==> config.mk <==
export PLATFORM = sky130hd
export DESIGN_NAME = bpa_geom
export DESIGN_NICKNAME = d
export VERILOG_FILES = /design/src/hw/rtl/bpa_pkg.sv /design/src/hw/rtl/bpa_geom.sv
export SDC_FILE = /design/constraint.sdc
export NUM_CORES = 1
export LEC_CHECK = 0
export ABC_CLOCK_PERIOD_IN_PS = 19410
export BUFFER_PORTS_ARGS = -buffer_cell sky130_fd_sc_hd__buf_2
export CAP_MARGIN = 10
export CORE_ASPECT_RATIO = 1.5
export CORE_MARGIN = 5
export CORE_UTILIZATION = 53
export DETAILED_ROUTE_END_ITERATION = 10
export PLACE_DENSITY = 0.95
export SETUP_SLACK_MARGIN = 0.15
export SYNTH_ARGS = -nofsm -noshare
export SYNTH_HDL_FRONTEND = slang
export SYNTH_SLANG_ARGS = --single-unit
==> constraint.sdc <==
create_clock -name vclk -period 19.41
set_clock_uncertainty 0.15 [all_clocks]
set_input_delay 4.8525 -clock vclk [all_inputs]
set_output_delay 4.8525 -clock vclk [all_outputs]
set_load 0.05 [all_outputs]
==> src/hw/rtl/bpa_pkg.sv <==
`default_nettype none

package bpa_pkg;

   // sequencer states
   typedef enum logic [2:0] {
      ST_SETUP,
      ST_CLEAR,
      ST_IDLE,
      ST_SCAN,
      ST_REL,
      ST_RESULT
   } state_type;

   // command codes
   localparam logic CMD_ALLOC   = 1'b0;
   localparam logic CMD_RELEASE = 1'b1;

   // result status codes
   localparam logic [1:0] STAT_DONE         = 2'd0;
   localparam logic [1:0] STAT_NO_MEMORY    = 2'd1;
   localparam logic [1:0] STAT_RANGE        = 2'd2;
   localparam logic [1:0] STAT_ALREADY_FREE = 2'd3;

   // register indexes (word address bit 2)
   localparam logic REG_KERNEL_END = 1'b0;
   localparam logic REG_MEMORY_END = 1'b1;

   // register reset values
   localparam logic [31:0] KERNEL_END_RST = 32'h0000_0000;
   localparam logic [31:0] MEMORY_END_RST = 32'h0800_0000;

   // managed range limits
   localparam logic [31:0] LOW_LIMIT = 32'h0020_0000;
   localparam logic [31:0] END_LIMIT = 32'hFFFF_FF00;

   // index of the lowest set bit, binary search in five steps
   function automatic logic [4:0] low_bit(input logic [31:0] w);
      logic [31:0] v;
      logic [4:0]  r;
      v = w;
      r = '0;
      if (v[15:0] == 16'd0) begin
         r[4] = 1'b1;
         v    = v >> 16;
      end
      if (v[7:0] == 8'd0) begin
         r[3] = 1'b1;
         v    = v >> 8;
      end
      if (v[3:0] == 4'd0) begin
         r[2] = 1'b1;
         v    = v >> 4;
      end
      if (v[1:0] == 2'd0) begin
         r[1] = 1'b1;
         v    = v >> 2;
      end
      if (v[0] == 1'b0) begin
         r[0] = 1'b1;
      end
      return r;
   endfunction

endpackage

`default_nettype wire

==> src/hw/rtl/bpa_geom.sv <==
`default_nettype none

module bpa_geom #(
   parameter int MAX_PAGES  = 32768,
   parameter int PAGE_BYTES = 4096
) (
   input  logic [31:0]                      kend_addr,
   input  logic [31:0]                      mend_addr,
   output logic [31:0]                      first_page,
   output logic [$clog2(MAX_PAGES+1)-1:0]   page_total
);
   import bpa_pkg::*;

   localparam int PG_SH = $clog2(PAGE_BYTES);
   localparam int PG_W  = 33 - PG_SH;
   localparam int EP_W  = 32 - PG_SH;
   localparam int CNT_W = $clog2(MAX_PAGES + 1);

   logic [32:0]     start_rnd;
   logic [PG_W-1:0] start_pg;
   logic [PG_W-1:0] low_pg;
   logic [PG_W-1:0] eff_pg;
   logic [31:0]     end_clip;
   logic [EP_W-1:0] end_pg;
   logic [PG_W-1:0] span;
   logic            cap;

   // start page: round up, then raise to the low limit
   always_comb begin
      start_rnd = {1'b0, kend_addr} + 33'(PAGE_BYTES - 1);
      start_pg  = start_rnd[32:PG_SH];
      low_pg    = PG_W'(LOW_LIMIT >> PG_SH);
      eff_pg    = (start_pg < low_pg) ? low_pg : start_pg;
   end

   // end page and page span, capped at the map size
   always_comb begin
      end_clip   = (mend_addr > END_LIMIT) ? END_LIMIT : mend_addr;
      end_pg     = end_clip[31:PG_SH];
      span       = (PG_W'(end_pg) > eff_pg) ? (PG_W'(end_pg) - eff_pg) : '0;
      cap        = 33'(span) > 33'(MAX_PAGES);
      page_total = cap ? CNT_W'(MAX_PAGES) : CNT_W'(span);
      first_page = 32'(eff_pg);
   end

endmodule

`default_nettype wire

==> summary.txt, run 1 <==
Place
  • Place WS: 4.16 ns
  • Gpl congestion: 0.923
  • Inst Count DP: 443
  • Port buffer count: 89
  • Post-DP HPWL: 5780 microns

Setup path
  • Max incr delay on CP: 0.79 ns
  • CP Max Fanout: 19
  • Worst path slowest cell: a2111oi_4
  • CP top delay family: compound AO/OA/AOI/OAI gates
  • CP Launch Type: primary input
  • Kind of critical path: in -> out
  • CP endpoint kind: primary output
  • Worst-path cell chain: buf_2 -> nand4_1 -> a311oi_2 -> and4_1 -> nand2_2 -> a2111oi_4 -> nor3_1 -> ha_1 -> fa_1 -> nand2b_1 -> a211oi_2 -> or3_1 -> o311ai_1 -> nor4_1 -> a41oi_4 -> nor4_1 -> buf_2
  • CP required: 14.41 ns
  • CP Data Arrival Time: 10.27 ns
  • CP bufs+invs: 2

Floorplanning
  • Num rows: 29
  • Die W: 64.0 microns
  • Die area: 5820 sq um
  • Starting Density: 0.546
  • Ports: 112
  • Core ar.: 4250 sq um
  • Die height: 91.0 microns

Synth
  • Yosys cell types: 63
  • Cell taking the most area after synthesis: ha_1
  • Yosys top cell area share: 0.108
  • Syn Inst Count: 339
  • Synthesized area: 2320 sq um
  • Sequential area share after synthesis: 0
  • Largest cells by area after synthesis: ha_1 (11%), xor2_1 (6.4%), nor2_1 (5.3%)
  • YS warnings: 0
  • Syn Area/Cell: 6.83 sq um

Hold path
  • Hold endpoint: first_page[20]
  • Hold path depth: 4
  • Min-Delay Path Class: in -> out
  • Min-delay src: kend_addr[31]

STA
  • Worst-margin pin slew: 0.810 ns
  • Final Critical Period: 15.27 ns
  • Unrepaired setup endpoints after global routing: no
  • Tcrit/Tclk final: 0.787
  • Relative slew slack: 0.460
  • FMAX: 65.5 MHz
  • Post-route setup TNS: 0 ns
  • Final worst slack: 4.14 ns
  • Fin. max-slew vios: 0
  • Final setup vio count: 0
  • Final Hold Vio Count: 0

Power
  • PwrDens: 35.9 nW/um^2
  • Power Total: 94.7 uW
  • Pleak: 1.21 nW
  • Maximum VDD drop: 0.0000250 V

GRT
  • Global route hottest layer: met2
  • GR Util met3: 0.0259
  • GRT Residual Overflow: 0
  • Largest net degree at the start of global routing: 20
  • Global-route wire length before repair: 10800 microns
  • GR Util All Layers: 0.212
  • Vias in the first global route: 2544
  • Met2 GRT Util: 0.400
  • M1 GR Usage: 0.236
  • Initial antenna violation count: 0

Status
  • Status: finished clean

Route
  • Routed wire length: 6780 microns
  • Vias post-DR: 2763
  • Pre-Repair DR Iteration Count: 4
  • DRT antenna net count: 0
  • Vias per cell: 6.24
  • WL per Instance: 15.3 microns
  • DRC errors left: 0
  • DRT iter0 DRCs: 134

Run
  • Max_cap viols: 0

Finish
  • Clock buf count: 0
  • Seq cells: 0
  • Finished Layout Cells: 443
  • Nets: 484
  • Antenna cell count: 0
  • Final core occ: 0.621
  • Layout cells sized above 1: 0.315
  • Storage cell area: 0 sq um
  • Filler cells: 397
  • Area growth syn-to-layout: 13.9%

CTS
  • Setup Fix Bufs, Post-CTS: 0
  • Cts repair resizes: 0
  • Hold buffers post-CTS: 0
[worst max path at each step]
stage / startpoint / endpoint / slack [ns] / cells after the start
finish: kend_addr[13] / page_total[3] / 4.14 / 17
global route: kend_addr[13] / page_total[3] / 3.75 / 17
global placement: kend_addr[13] / page_total[3] / 4.29 / 17
floorplan: kend_addr[13] / page_total[3] / 3.69 / 16
CTS: kend_addr[13] / page_total[3] / 4.15 / 17
detailed placement: kend_addr[13] / page_total[3] / 4.16 / 17
[layer usage]
| metal | wire length [microns] | vias to the layer above |
|---|---|---|
| met5 | 0 | - |
| li1 | - | 1333 |
| met1 | 2580 | 1268 |
| met4 | 221 | 0 |
| met2 | 3480 | 135 |
| met3 | 492 | 27 |
[synth_stat cells (3+ instances only)]
cell,count
xor2_1,17
nand2b_1,6
and4_1,3
inv_1,22
nor3_2,8
nor2b_1,4
a211oi_1,10
buf_4,13
buf_2,7
nand3_1,16
nand2_1,23
o21a_1,3
a21o_1,5
o21ai_0,17
or2_2,9
a31oi_1,4
nor3_1,6
a21oi_1,12
nor2_1,33
nor4_1,5
and3_1,3
nand4_1,9
clkbuf_1,20
ha_1,20
xnor2_1,10
nor4_2,3
[cell usage in the layout (no fill, tap or decap), types with 3 or more instances in the layout]
cell      Yosys  routed
a21o_1        5       5
a31oi_1       4       4
nor3_1        6       6
nand4_1       9       9
o21a_1        3       3
buf_2         7      89
a211oi_1     10      10
nor2_1       33      33
conb_1        1      11
or2_2         9       9
nor4_2        3       3
and4_1        3       3
o21ai_0      17      17
nand2b_1      6       6
inv_1        22      22
a21oi_1      12      12
nand3_1      16      16
nor2b_1       4       4
nor3_2        8       8
xor2_1       17      17
nand2_1      23      23
and3_1        3       3
xnor2_1      10      10
nor4_1        5       5
ha_1         20      20
[metrics by stage]
stage / hold WS [ns] / cell area (sq um)
global placement: 10.0 / 2640
floorplan: 9.78 / 2350
CTS: 9.99 / 2640
finish: 10.01 / 2640
global route: 10.04 / 2640
detailed placement: 9.99 / 2640
[report_power, final]
part	internal [mW]	switching [mW]	total (mW)
combinational	0.0315	0.0632	0.0947
clock	0	0	0
sequential	0	0	0
total	0.0315	0.0632	0.0947
[area by class of cell]
type / count / area [sq um] / share of cell area
multi-input cells: 286 / 2050 / 0.778
repair buffers: 89 / 445 / 0.169
inverters: 22 / 82.6 / 0.0313
well taps: 46 / 57.6 / 0.0218
[cell families after synthesis]
family	count (synthesis)	share of synthesized area
and+or+nand+nor	139	0.341
xor gates and xnor gates	27	0.102
adders and majority gates	21	0.117
buffers and inverters	63	0.130
other	1	0.00162
muxes	3	0.0135
AOI/OAI and AO/OA	85	0.295
[tightest hold or removal path: cells and delay by family]
kind / cells / cell delay, ns
buffers and inverters: 2 / 0.34
AND/OR/NAND/NOR: 2 / 0.12
No activity file was read; power rests on OpenSTA's default activity.
==> run 2: changes to the inputs <==
--- a/config.mk
+++ b/config.mk
@@ -5,12 +5,12 @@
 export SDC_FILE = /design/constraint.sdc
 export NUM_CORES = 1
 export LEC_CHECK = 0
-export ABC_CLOCK_PERIOD_IN_PS = 19410
+export ABC_CLOCK_PERIOD_IN_PS = 15900
 export BUFFER_PORTS_ARGS = -buffer_cell sky130_fd_sc_hd__buf_2
 export CAP_MARGIN = 10
 export CORE_ASPECT_RATIO = 1.5
 export CORE_MARGIN = 5
-export CORE_UTILIZATION = 53
+export CORE_UTILIZATION = 50
 export DETAILED_ROUTE_END_ITERATION = 10
 export PLACE_DENSITY = 0.95
 export SETUP_SLACK_MARGIN = 0.15
==> constraint.sdc (replaced) <==
create_clock -name vclk -period 15.9
set_clock_uncertainty 0.15 [all_clocks]
set_input_delay 3.975 -clock vclk [all_inputs]
set_output_delay 3.975 -clock vclk [all_outputs]
set_load 0.05 [all_outputs]
==> summary.txt, run 2 (synthesized netlist as in run 1, its figures left out) <==
Status
  • Status: finished clean

STA
  • Final Critical Period: 13.56 ns
  • Post-route setup TNS: 0 ns (unchanged)
  • Final Hold Vio Count: 0 (unchanged)
  • Final setup vio count: 0 (unchanged)
  • Fin. max-slew vios: 0 (unchanged)
  • FMAX: 73.8 MHz
  • Tcrit/Tclk final: 0.853
  • Relative slew slack: 0.457 (-0.00326)
  • Worst hold margin: 8.25 ns (-1.76 ns)
  • Final worst slack: 2.34 ns (-1.80 ns)
  • Worst-margin pin slew: 0.815 ns (+0.00490 ns)
  • Unrepaired setup endpoints after global routing: no

Setup path
  • Kind of critical path: in -> out
  • CP bufs+invs: 2 (unchanged)
  • Crit-path most repeated cell: buf_2
  • CP required: 11.78 ns (-2.63 ns)
  • CP top delay family: compound AO/OA/AOI/OAI gates
  • Max incr delay on CP: 0.80 ns (about the same)
  • CP endpoint kind: primary output
  • CP Max Fanout: 19 (unchanged)
  • CP Data Arrival Time: 9.43 ns (-0.84 ns)
  • CP Launch Type: primary input
  • Worst path slowest cell: a2111oi_4
  • Worst-path cell chain: buf_2 -> nand4_1 -> a311oi_2 -> and4_1 -> nand2_2 -> a2111oi_4 -> nor3_1 -> ha_1 -> fa_1 -> nand2b_1 -> a211oi_2 -> o21ai_0 -> a21o_1 -> a22oi_1 -> a41oi_4 -> nor4_1 -> buf_2

Power
  • PwrDens: 43.9 nW/um^2 (+22%)
  • Maximum VDD drop: 0.0000206 V (-18%)
  • Pleak: 1.21 nW (unchanged)
  • Power Total: 116 uW (+22%)

Route
  • Vias post-DR: 2710 (-1.9%)
  • Vias per cell: 6.09 (-2.4%)
  • DRC errors left: 0 (unchanged)
  • Routed wire length: 6910 microns (+1.9%)
  • Pre-Repair DR Iteration Count: 4 (unchanged)
  • WL per Instance: 15.5 microns (+1.5%)
  • DRT iter0 DRCs: 121 (-9.7%)
  • DRT antenna net count: 0 (unchanged)

GRT
  • GR Util All Layers: 0.217 (+0.00453)
  • GRT Residual Overflow: 0 (unchanged)
  • Largest net degree at the start of global routing: 20 (unchanged)
  • Vias in the first global route: 2601 (+2.2%)
  • Global-route wire length before repair: 11100 microns (+3.1%)
  • Initial antenna violation count: 0 (unchanged)

Place
  • Post-DP HPWL: 6000 microns (+3.7%)
  • Gpl congestion: 0.914 (-1.1%)
  • Place WS: 2.41 ns (-1.74 ns)
  • DP Area: 2640 sq um (about the same)
  • Port buffer count: 89 (unchanged)
  • Inst Count DP: 445 (+0.45%)

Finish
  • Commonest cells after routing, fill and taps aside: buf_2 (89), nor2_1 (33), nand2_1 (23)
  • Clock buf count: 0 (unchanged)
  • Layout cells sized above 1: 0.315 (unchanged)
  • Antenna cell count: 0 (unchanged)
  • Seq cells: 0 (unchanged)
  • Finished Layout Cells: 445 (+0.45%)
  • Storage cell area: 0 sq um (unchanged)
  • Nets: 484 (unchanged)
  • Commonest non-fill, non-tap cell in the layout: buf_2
  • Area growth syn-to-layout: 14.0% (about the same)
  • Final core occ: 0.586 (-0.0352)
  • Final instance area: 2640 sq um (about the same)

Run
  • Max_cap viols: 0 (unchanged)

CTS
  • Hold buffers post-CTS: 0 (unchanged)
  • Cts repair resizes: 0 (unchanged)
  • Setup Fix Bufs, Post-CTS: 0 (unchanged)

Floorplanning
  • Die area: 6120 sq um (+5.2%)
  • Die height: 93.4 microns (+2.6%)
  • Ports: 112 (unchanged)
  • Num rows: 30 (+3.4%)
  • Core ar.: 4500 sq um (+6.1%)
  • Starting Density: 0.514 (-0.0314)
  • Die W: 65.6 microns (+2.5%)

Hold path
  • Min-Delay Path Class: in -> out
[run 2: cell counts in the layout (fill, tap and decap cells not counted)]
Identical to the previous run, type by type.
[run 2: routing by layer]
layer,GRT usage,share of wire,vias up
li1,-,-,1325
met1,0.239,0.38,1227
met2,0.419,0.53,133
met3,0.0132,0.058,25
met4,0.0796,0.033,0
met5,0,0,-
[run 2: where the power goes]
group / total, mW / switching (mW) / leakage, nW / internal [mW]
clock: 0 / 0 / 0 / 0
sequential: 0 / 0 / 0 / 0
combinational: 0.116 / 0.0775 / 1.21 / 0.0385
total: 0.116 / 0.0775 / 1.21 / 0.0385
[run 2: final timing paths]
path              cells past startpoint  slack (ns)     startpoint              to
setup / recovery                     17        2.34  kend_addr[13]   page_total[3]
hold / removal                        4        8.25  kend_addr[31]  first_page[20]
[run 2: worst min-delay path, stage by stage]
cell	delay (ns)
buf_2	0.12
nand2_1	0.06
nor2_1	0.06
buf_2	0.21
[run 2: layout make-up]
cell class                      count  area [sq um]
Fill cell                         417          1860
Inverter                           22          82.6
Multi-Input combinational cell    286          2050
Timing Repair Buffer               89           445
Tap cell                           48          60.1
==> run 3: changes to the inputs <==
==> config.mk (replaced) <==
export PLATFORM = sky130hd
export DESIGN_NAME = bpa_geom
export DESIGN_NICKNAME = d
export VERILOG_FILES = /design/src/hw/rtl/bpa_pkg.sv /design/src/hw/rtl/bpa_geom.sv
export SDC_FILE = /design/constraint.sdc
export NUM_CORES = 1
export LEC_CHECK = 0
export CAP_MARGIN = 10
export CORE_ASPECT_RATIO = 1.5
export CORE_MARGIN = 5
export CORE_UTILIZATION = 45
export DETAILED_ROUTE_END_ITERATION = 10
export DONT_BUFFER_PORTS = 1
export PLACE_DENSITY = 0.69
export SETUP_SLACK_MARGIN = 0.15
export SYNTH_ARGS = -nofsm -noshare
export SYNTH_HDL_FRONTEND = slang
export SYNTH_SLANG_ARGS = --single-unit
==> summary.txt, run 3 (synthesized netlist as in run 1, its figures left out) <==
Status
  • Status: finished clean

Setup path
  • CP endpoint kind: primary output
  • CP Launch Type: primary input
  • CP required: 11.78 ns (about the same)
  • Kind of critical path: in -> out
  • CP Max Fanout: 19 (unchanged)
  • CP Data Arrival Time: 9.57 ns (+0.14 ns)

Route
  • Vias per cell: 6.26 (+2.8%)
  • Pre-Repair DR Iteration Count: 5 (+1)
  • Routed wire length: 6440 microns (-6.8%)
  • DRC errors left: 0 (unchanged)
  • WL per Instance: 17.0 microns (+9.4%)
  • Vias post-DR: 2372 (-12%)
  • DRT iter0 DRCs: 79 (-35%)
  • DRT antenna net count: 0 (unchanged)

Power
  • Seq pwr share: 0 (unchanged)
  • Power Total: 104 uW (-11%)
  • Switching share of power: 0.689 (+0.0205)
  • Comb power frac: 1.000 (about the same)
  • NetSw: 71.4 uW (-7.8%)
  • Pint: 32.3 uW (-16%)
  • Maximum VDD drop: 0.0000153 V (-26%)
  • Clock network fraction of total power: 0 (unchanged)
  • Pleak: 0.849 nW (-30%)
  • PwrDens: 45.7 nW/um^2 (+4.1%)

Finish
  • Commonest non-fill, non-tap cell in the layout: nor2_1
  • Antenna cell count: 0 (unchanged)
  • Storage cell area: 0 sq um (unchanged)
  • Final core occ: 0.446 (-0.140)
  • Seq cells: 0 (unchanged)
  • Finished Layout Cells: 379 (-15%)
  • Clock buf count: 0 (unchanged)
  • Area growth syn-to-layout: -2.00%
  • Layout cells sized above 1: 0.141 (-0.173)
  • Commonest cells after routing, fill and taps aside: nor2_1 (33), nand2_1 (23), inv_1 (22)
  • Nets: 398 (-18%)

Floorplanning
  • Ports: 112 (unchanged)
  • Die area: 6710 sq um (+9.6%)
  • Starting Density: 0.455 (-0.0587)
  • Die W: 68.6 microns (+4.6%)
  • Num rows: 32 (+6.7%)
  • Die height: 97.9 microns (+4.8%)
  • Core ar.: 5080 sq um (+13%)

STA
  • FMAX: 73.0 MHz (-1.0%)
  • Final worst slack: 2.21 ns (-0.137 ns)
  • Worst-margin pin slew: 1.05 ns (+0.236 ns)
  • Fin. max-slew vios: 0 (unchanged)
  • Unrepaired setup endpoints after global routing: no
  • Tcrit/Tclk final: 0.861 (+0.00863)
  • Final Critical Period: 13.69 ns (+0.137 ns)
  • Post-route setup TNS: 0 ns (unchanged)
  • Final Hold Vio Count: 0 (unchanged)
  • Final setup vio count: 0 (unchanged)
  • Relative slew slack: 0.297 (-0.160)

Run
  • Max_cap viols: 0 (unchanged)

GRT
  • Vias in the first global route: 2297 (-12%)
  • GRT Residual Overflow: 0 (unchanged)
  • Largest net degree at the start of global routing: 20 (unchanged)
  • Initial antenna violation count: 0 (unchanged)
  • Global-route wire length before repair: 10500 microns (-5.8%)
  • GR Util All Layers: 0.190 (-0.0269)

CTS
  • Setup Fix Bufs, Post-CTS: 0 (unchanged)
  • Hold buffers post-CTS: 0 (unchanged)
  • Cts repair resizes: 0 (unchanged)

Hold path
  • Min-Delay Path Class: in -> out
  • Min-delay src: kend_addr[31]
  • Hold path depth: 2 (-2)
  • Hold endpoint: first_page[20]

Place
  • Port buffer count: 0 (-100%)
  • Place WS: 2.11 ns (-0.305 ns)
  • Inst Count DP: 379 (-15%)
  • Gpl congestion: 0.947 (+3.7%)
  • Post-DP HPWL: 5550 microns (-7.5%)
run 3: changes by cell type in the layout (fill, tap and decap cells not counted):
cell     previous run  this run
nor4_2              3         5
nor3_2              8         9
nor3b_1             2         0
buf_2              89         0
buf_4               0         3
nor4_1              5         3
nor3_1              6         5
nor3b_2             1         3
run 3: cell type report:
cell class         count  area (sq um)
well taps             68          85.1
inverters             22          82.6
multi-input cells    286          2080
fillers              561          2820
repair buffers         3          22.5
run 3: how the worst max path moves through the flow:
stage,startpoint,to,cells after the start
floorplan,kend_addr[13],page_total[3],16
global placement,kend_addr[13],page_total[6],14
finish,kend_addr[13],page_total[6],15
detailed placement,kend_addr[13],page_total[7],14
CTS,kend_addr[13],page_total[7],14
global route,kend_addr[11],page_total[6],15
run 3: power by group through the flow:
stage | sequential [mW] | combinational [mW] | clock, mW
floorplan | 0 | 0.0901 | 0
global placement | 0 | 0.102 | 0
detailed placement | 0 | 0.102 | 0
CTS | 0 | 0.103 | 0
global route | 0 | 0.113 | 0
finish | 0 | 0.104 | 0
run 3: metal layers:
layer / global-route usage / vias up / wire length [microns]
met4: 0.0383 / 0 / 194
met5: 0 / - / 0
met2: 0.337 / 111 / 3250
li1: - / 1151 / -
met1: 0.229 / 1096 / 2470
met3: 0.0334 / 14 / 517
run 3: through the flow:
| step | hold slack (ns) | instance area, sq um |
|---|---|---|
| CTS | 8.06 | 2270 |
| finish | 8.06 | 2270 |
| global route | 8.06 | 2270 |
| detailed placement | 8.06 | 2270 |
| floorplan | 8.03 | 2350 |
| global placement | 8.06 | 2270 |
run 3: critical path: stages:
cell and delay, ns:
nand4_1 0.10, a311oi_2 0.53, and4_1 0.40, nand2_2 0.12
a2111oi_4 0.81, nor3_2 0.33, ha_1 0.32, fa_1 0.40
nand2b_1 0.19, a211oi_2 0.42, or3_1 0.18, o311ai_1 0.16
nor4_1 0.50, a41oi_4 0.32, nor3b_2 0.79
